--- config.mk ---
export PLATFORM = sky130hd
export DESIGN_NAME = hpt_div
export DESIGN_NICKNAME = d
export VERILOG_FILES = /design/src/rtl/core/homogeneous_point_transform_macros.svh /design/src/rtl/core/hpt_pkg.sv /design/src/rtl/core/hpt_div.sv
export SDC_FILE = /design/constraint.sdc
export NUM_CORES = 1
export LEC_CHECK = 0
export BUFFER_PORTS_ARGS = -buffer_cell sky130_fd_sc_hd__buf_2
export CORE_ASPECT_RATIO = 1.25
export CORE_MARGIN = 2
export CORE_UTILIZATION = 61
export DETAILED_ROUTE_END_ITERATION = 8
export GPL_TIMING_DRIVEN = 0
export PLACE_DENSITY = 0.82
export SYNTH_ARGS = -nofsm -noshare
export SYNTH_HDL_FRONTEND = slang
export SYNTH_SLANG_ARGS = --single-unit
--- constraint.sdc ---
create_clock -name clk -period 7.4 [get_ports clk]
set_clock_uncertainty 0.2 [all_clocks]
set_input_delay 0.74 -clock clk [delete_from_list [all_inputs] [get_ports clk]]
set_output_delay 0.74 -clock clk [all_outputs]
set_load 0.005 [all_outputs]
--- src/rtl/core/homogeneous_point_transform_macros.svh ---
// Assertion helpers for the point transform.
// Both expect clk and rst_n in scope.
`ifndef HOMOGENEOUS_POINT_TRANSFORM_MACROS_SVH
`define HOMOGENEOUS_POINT_TRANSFORM_MACROS_SVH

// consequent checked in the same cycle
`define HPT_ASSERT_SAME(lbl, ante, cons, msg) \
    lbl: assert property (@(posedge clk) disable iff (!rst_n) (ante) |-> (cons)) \
        else $error(msg);

// consequent checked in the cycle after the antecedent
`define HPT_ASSERT_NEXT(lbl, ante, cons, msg) \
    lbl: assert property (@(posedge clk) disable iff (!rst_n) (ante) |=> (cons)) \
        else $error(msg);

`endif

--- src/rtl/core/hpt_pkg.sv ---
`default_nettype none

package hpt_pkg;

    // accumulator holds three exact 64-bit products plus a shifted coefficient
    localparam int ACC_W = 66;
    localparam int PC_W  = 5;

    localparam logic signed [31:0] Q_MAX = 32'sh7fff_ffff;
    localparam logic signed [31:0] Q_MIN = 32'sh8000_0000;

    // slots of the result register file
    localparam logic [1:0] RES_X = 2'd0;
    localparam logic [1:0] RES_Y = 2'd1;
    localparam logic [1:0] RES_Z = 2'd2;
    localparam logic [1:0] RES_W = 2'd3;

    // program steps
    localparam logic [PC_W-1:0] ST_IDLE     = 5'd0;
    localparam logic [PC_W-1:0] ST_ROW0     = 5'd1;
    localparam logic [PC_W-1:0] ST_W_STORE  = 5'd21;
    localparam logic [PC_W-1:0] ST_W_TEST   = 5'd22;
    localparam logic [PC_W-1:0] ST_DIV_X    = 5'd23;
    localparam logic [PC_W-1:0] ST_WAIT_X   = 5'd24;
    localparam logic [PC_W-1:0] ST_QUO_X    = 5'd25;
    localparam logic [PC_W-1:0] ST_WAIT_Y   = 5'd26;
    localparam logic [PC_W-1:0] ST_QUO_Y    = 5'd27;
    localparam logic [PC_W-1:0] ST_WAIT_Z   = 5'd28;
    localparam logic [PC_W-1:0] ST_QUO_Z    = 5'd29;
    localparam logic [PC_W-1:0] ST_OUT_WAIT = 5'd30;
    localparam logic [PC_W-1:0] ST_OUT      = 5'd31;

    localparam int ROW_STEPS = 5;

    typedef enum logic [1:0] {
        ACC_HOLD,
        ACC_INIT,
        ACC_ADD
    } acc_op_t;

    typedef enum logic [1:0] {
        SRC_X,
        SRC_Y,
        SRC_Z
    } src_sel_t;

    typedef enum logic [2:0] {
        JC_NONE,
        JC_ALWAYS,
        JC_NO_POINT,
        JC_W_ZERO,
        JC_DIV_BUSY,
        JC_OUT_FULL
    } jcond_t;

    typedef struct packed {
        logic            in_rdy;
        acc_op_t         acc_op;
        logic            mul_en;
        logic [3:0]      coef_sel;
        src_sel_t        src_sel;
        logic            res_wr;
        logic [1:0]      res_sel;
        logic            w_test;
        logic            div_start;
        logic [1:0]      div_src;
        logic            quo_wr;
        logic [1:0]      quo_sel;
        logic            out_wr;
        jcond_t          jcond;
        logic [PC_W-1:0] jtarget;
    } ctrl_t;

    typedef struct packed {
        logic        busy;
        logic        sat;
        logic [31:0] quo;
    } div_out_t;

    // one matrix row: load translation, three multiplies, drain the last product;
    // the first step of a row also retires the previous row's clamped sum
    function automatic ctrl_t row_step(input logic [1:0] row, input logic [2:0] phase);
        ctrl_t c;
        c = '0;
        unique case (phase)
            3'd0:
            begin
                c.acc_op   = ACC_INIT;
                c.coef_sel = {2'd3, row};
                c.res_wr   = (row != RES_X);
                c.res_sel  = row - 2'd1;
            end
            3'd1:
            begin
                c.mul_en   = 1'b1;
                c.coef_sel = {2'd0, row};
                c.src_sel  = SRC_X;
            end
            3'd2:
            begin
                c.mul_en   = 1'b1;
                c.coef_sel = {2'd1, row};
                c.src_sel  = SRC_Y;
                c.acc_op   = ACC_ADD;
            end
            3'd3:
            begin
                c.mul_en   = 1'b1;
                c.coef_sel = {2'd2, row};
                c.src_sel  = SRC_Z;
                c.acc_op   = ACC_ADD;
            end
            default:
            begin
                c.acc_op = ACC_ADD;
            end
        endcase
        return c;
    endfunction

    function automatic ctrl_t ucode(input logic [PC_W-1:0] pc);
        ctrl_t c;
        c = '0;
        for (int r = 0; r < 4; r++)
        begin
            for (int p = 0; p < ROW_STEPS; p++)
            begin
                if (pc == PC_W'(int'(ST_ROW0) + ROW_STEPS * r + p))
                begin
                    c = row_step(2'(r), 3'(p));
                end
            end
        end
        unique case (pc)
            ST_IDLE:
            begin
                c.in_rdy  = 1'b1;
                c.jcond   = JC_NO_POINT;
                c.jtarget = ST_IDLE;
            end
            ST_W_STORE:
            begin
                c.res_wr  = 1'b1;
                c.res_sel = RES_W;
            end
            ST_W_TEST:
            begin
                c.w_test  = 1'b1;
                c.jcond   = JC_W_ZERO;
                c.jtarget = ST_OUT_WAIT;
            end
            ST_DIV_X:
            begin
                c.div_start = 1'b1;
                c.div_src   = RES_X;
            end
            ST_WAIT_X:
            begin
                c.jcond   = JC_DIV_BUSY;
                c.jtarget = ST_WAIT_X;
            end
            ST_QUO_X:
            begin
                c.quo_wr    = 1'b1;
                c.quo_sel   = RES_X;
                c.div_start = 1'b1;
                c.div_src   = RES_Y;
            end
            ST_WAIT_Y:
            begin
                c.jcond   = JC_DIV_BUSY;
                c.jtarget = ST_WAIT_Y;
            end
            ST_QUO_Y:
            begin
                c.quo_wr    = 1'b1;
                c.quo_sel   = RES_Y;
                c.div_start = 1'b1;
                c.div_src   = RES_Z;
            end
            ST_WAIT_Z:
            begin
                c.jcond   = JC_DIV_BUSY;
                c.jtarget = ST_WAIT_Z;
            end
            ST_QUO_Z:
            begin
                c.quo_wr  = 1'b1;
                c.quo_sel = RES_Z;
            end
            ST_OUT_WAIT:
            begin
                c.jcond   = JC_OUT_FULL;
                c.jtarget = ST_OUT_WAIT;
            end
            ST_OUT:
            begin
                c.out_wr  = 1'b1;
                c.jcond   = JC_ALWAYS;
                c.jtarget = ST_IDLE;
            end
            default:
            begin
                // row steps, filled in above
            end
        endcase
        return c;
    endfunction

endpackage

`default_nettype wire

--- src/rtl/core/hpt_div.sv ---
`default_nettype none

// Restoring divider on magnitudes, two quotient bits per cycle.
// Computes (num << FRAC_BITS) / den truncated toward zero, clamped to 32 bits.
module hpt_div #(
    parameter int FRAC_BITS = 16
) (
    input  logic               clk,
    input  logic               rst_n,
    input  logic               start,
    input  logic signed [31:0] num,
    input  logic signed [31:0] den,
    output hpt_pkg::div_out_t  res
);

    localparam int DVD_W = 32 + FRAC_BITS;
    // dividend padded with a zero on top to an even width
    localparam int NUM_W = DVD_W + (DVD_W % 2);
    localparam int ITER  = NUM_W / 2;
    localparam int CNT_W = $clog2(ITER + 1);

    logic [CNT_W-1:0] cnt_reg, cnt_next;
    logic [NUM_W-1:0] q_reg, q_next;
    logic [31:0]      rem_reg, rem_next;
    logic [31:0]      d_reg, d_next;
    logic             neg_reg, neg_next;

    logic [NUM_W-1:0] q_step;
    logic [31:0]      r_step;
    logic [31:0]      num_mag;
    logic [31:0]      den_mag;
    logic             over;
    logic [31:0]      q_low;

    assign num_mag = num[31] ? 32'(-num) : 32'(num);
    assign den_mag = den[31] ? 32'(-den) : 32'(den);

    // q_reg shifts the dividend out at the top and the quotient in at the bottom
    always_comb
    begin
        logic [32:0] trial;
        q_step = q_reg;
        r_step = rem_reg;
        for (int k = 0; k < 2; k++)
        begin
            trial  = {r_step, q_step[NUM_W-1]};
            q_step = {q_step[NUM_W-2:0], 1'b0};
            if (trial >= {1'b0, d_reg})
            begin
                r_step    = 32'(trial - {1'b0, d_reg});
                q_step[0] = 1'b1;
            end
            else
            begin
                r_step = trial[31:0];
            end
        end
    end

    always_comb
    begin
        cnt_next = cnt_reg;
        q_next   = q_reg;
        rem_next = rem_reg;
        d_next   = d_reg;
        neg_next = neg_reg;
        priority if (start)
        begin
            cnt_next = CNT_W'(ITER);
            q_next   = NUM_W'({num_mag, {FRAC_BITS{1'b0}}});
            rem_next = '0;
            d_next   = den_mag;
            neg_next = num[31] ^ den[31];
        end
        else if (cnt_reg != '0)
        begin
            cnt_next = cnt_reg - CNT_W'(1);
            q_next   = q_step;
            rem_next = r_step;
        end
    end

    always_ff @(posedge clk or negedge rst_n)
    begin
        if (!rst_n)
        begin
            cnt_reg <= '0;
        end
        else
        begin
            cnt_reg <= cnt_next;
        end
    end

    always_ff @(posedge clk)
    begin
        q_reg   <= q_next;
        rem_reg <= rem_next;
        d_reg   <= d_next;
        neg_reg <= neg_next;
    end

    // positive limit is 2^31-1, negative limit is 2^31 in magnitude
    assign over  = (|q_reg[NUM_W-1:32]) || (q_reg[31] && (!neg_reg || (|q_reg[30:0])));
    assign q_low = neg_reg ? 32'(-q_reg[31:0]) : q_reg[31:0];

    assign res.busy = (cnt_reg != '0);
    assign res.sat  = over;
    assign res.quo  = over ? (neg_reg ? hpt_pkg::Q_MIN : hpt_pkg::Q_MAX) : q_low;

endmodule

`default_nettype wire

==> flow_summary.ini <==
[clock_network]
cts_buffer_depth = 2
clkSinkCount = 118
worstSkewPairLatency_ps = 430
root_buffer = clkbuf_16
clkTransAtPathRegs_ps = 60
h-tree-depth = 4
cts_made_buffers = 17
cts_tree = done

[detailed_routing]
first_pass_iters = 9
drt_iter0_markers = 792
wl_um = 30950
wl_per_cell_um = 18.14
ant_nets = 0
vias_per_cell = 6.322
route.detailed.drc = 0
vias = 10790

[hold_path]
hold_class = register to register

[timing]
setup_tns_ps = 0
slew_violations = 0
final-setup-viol-count = 0
tightestPinTransition_ps = 1204
whs_ps = 285.7
fin_crit_sh_pct = 96.25
hold_violations = 0
max_clock_freq_mhz = 140.4
fin_crit_ps = 7123
maxSlewHeadroom_pct = 19.63

[die]
core_area_mm2 = 0.01730
ioPinCount = 101
die_w_um = 122.4
dieArea_mm2 = 0.01860
die-height_um = 152.0
row_count = 54
start_util_pct = 61.79

[synthesis]
synth_top_area_share_pct = 18.26
synthCells = 1349
ys_seq_area_share_pct = 28.42
yosysMostFrequentCell = nand2_1
async_flop_share_pct = 4.237
synth_area_leaders = edfxtp_1, dfxtp_1, ha_1
synth_area_mm2 = 0.01069
synth_commonest_cells = nand2_1, nor2_1, a21oi_1, o21ai_0, xnor2_1
avgSynthCellArea_um2 = 7.923
synth.largest_area_cell = edfxtp_1
synth_edf_count = 65
yosysUniqueCellTypes = 69
syn-num-nets = 1487
synthFlopType = edfxtp_1
yosys_warnings = 0
ys_ff_latch = 118

[layout]
multi_input_area_mm2 = 0.007173
largest_reg_flops = 48
final_util_pct = 69.89
regArea_mm2 = 0.003038
drive_gt1_share_pct = 11.40
layout.cells.non_filler = 1706
fillers = 1434
n_antenna_cell = 0
area_delta_synth_final_pct = 13.10
nNetsFinal = 1607

[global_route]
track_usage_pct = 33.06
grt_pass1_wl_um = 49220
grt_max_degree = 35
grt_antenna_before_repair = 0
grt_pass1_vias = 10140
grt_overflow = 0

[job]
cap_violations = 0

[setup_path]
crit_top_cell = a21oi_1
crit_type = register to register
start_kind = register
critical-path-max-stage-delay_ps = 430
cp_max_fo = 10
arrival_ps = 7250
cp.required_ps = 7530
slowest_stage = nor4b_2
crit_path_end_kind = register

[power]
p_total_mw = 4.859
p_leak_nw = 5.099
ir_drop_v = 0.0002260
p_per_area_mw_per_mm2 = 402.0

[placement]
port_buffers = 100
placed_cells = 1673
dp_hpwl_um = 23350
gp_congestion = 0.9772

[outcome]
status = finished, final reports clean
## through the flow
step                cell area, µm²  setup slack, ps
floorplan                    10690             1519
global placement             11470           -700.2
detailed placement           11470           -704.5
CTS                          12060            2.887
global route                 12090           -24.40
finish                       12090            277.2
## timing repair
action / CTS / global route
endpoints found under the hold margin: 5 / 0
hold buffers: 1 / 0
endpoints found under the setup margin: 33 / 33
resized for setup: 5 / 8
setup buffers: 0 / 0
## routing by layer
metal,wire (µm),vias to the layer above,GRT usage (%)
met2,15890,464,59.21
li1,-,5183,-
met3,1833,104,4.054
met5,0,-,0
met1,11970,5034,38.21
met4,1252,0,16.09
## cells in the final DEF (no fill, tap or decap), types with 11 or more instances in the layout
cell | netlist | layout
a21o_1 | 29 | 29
a31oi_1 | 13 | 12
a211oi_1 | 39 | 39
buf_2 | 2 | 102
nor3_1 | 23 | 23
nand3_1 | 22 | 22
ha_1 | 69 | 69
nor2b_1 | 14 | 14
o21a_1 | 17 | 17
o21ai_0 | 104 | 103
or4_1 | 12 | 12
or3_1 | 27 | 27
dfxtp_1 | 48 | 48
xnor2_1 | 89 | 89
inv_1 | 62 | 62
a21oi_1 | 109 | 109
mux2i_1 | 23 | 23
clkbuf_16 | 0 | 17
nor2_1 | 110 | 110
edfxtp_1 | 65 | 65
nand2b_1 | 14 | 14
o31ai_1 | 24 | 24
nand4_1 | 18 | 18
nand2_1 | 172 | 172
o22a_1 | 19 | 19
clkbuf_1 | 62 | 58
a22o_1 | 13 | 13
xor2_1 | 22 | 22
and3_1 | 11 | 11
## final timing paths
kind,startpoint,end,slack (ps),depth (start not counted)
max,d_reg[26],rem_reg[21],280,25
min,rem_reg[22],rem_reg[22],290,2
max reg2reg,d_reg[26],rem_reg[21],280,25
min reg2reg,rem_reg[22],rem_reg[22],290,2
max in group asynchronous,rst_n,cnt_reg[3],6410,2
min in group asynchronous,rst_n,cnt_reg[2],450,2
## report_power, final
group          switching, mW  internal [mW]
clock network          0.345          0.469
logic                   1.82           1.29
registers              0.109          0.828
## cells by family after synthesis
kind of cell / share of synthesized area, %
mux: 2.892
xor+xnor: 9.096
flops: 28.42
buf+inv: 4.765
fa+ha+maj: 8.452
simple gates: 21.03
compound gates: 25.35
## cell type report
class                           instances  area share, %
Clock inverter                         15          1.190
Tap cell                              224          2.319
Multi-Input combinational cell       1097          59.34
Sequential cell                       118          25.13
Buffer                                 70          2.288
Inverter                               64          1.987
Clock buffer                           17          3.519
Timing Repair Buffer                  101          4.223
## critical path, delay by kind of cell, from the launching register on
kind | cells | cell delay, ps
buf+inv | 5 | 1390
compound gates | 12 | 3090
flops | 1 | 370
simple gates | 6 | 1370
fa+ha+maj | 2 | 600
Power figures use the tool's default switching activity.
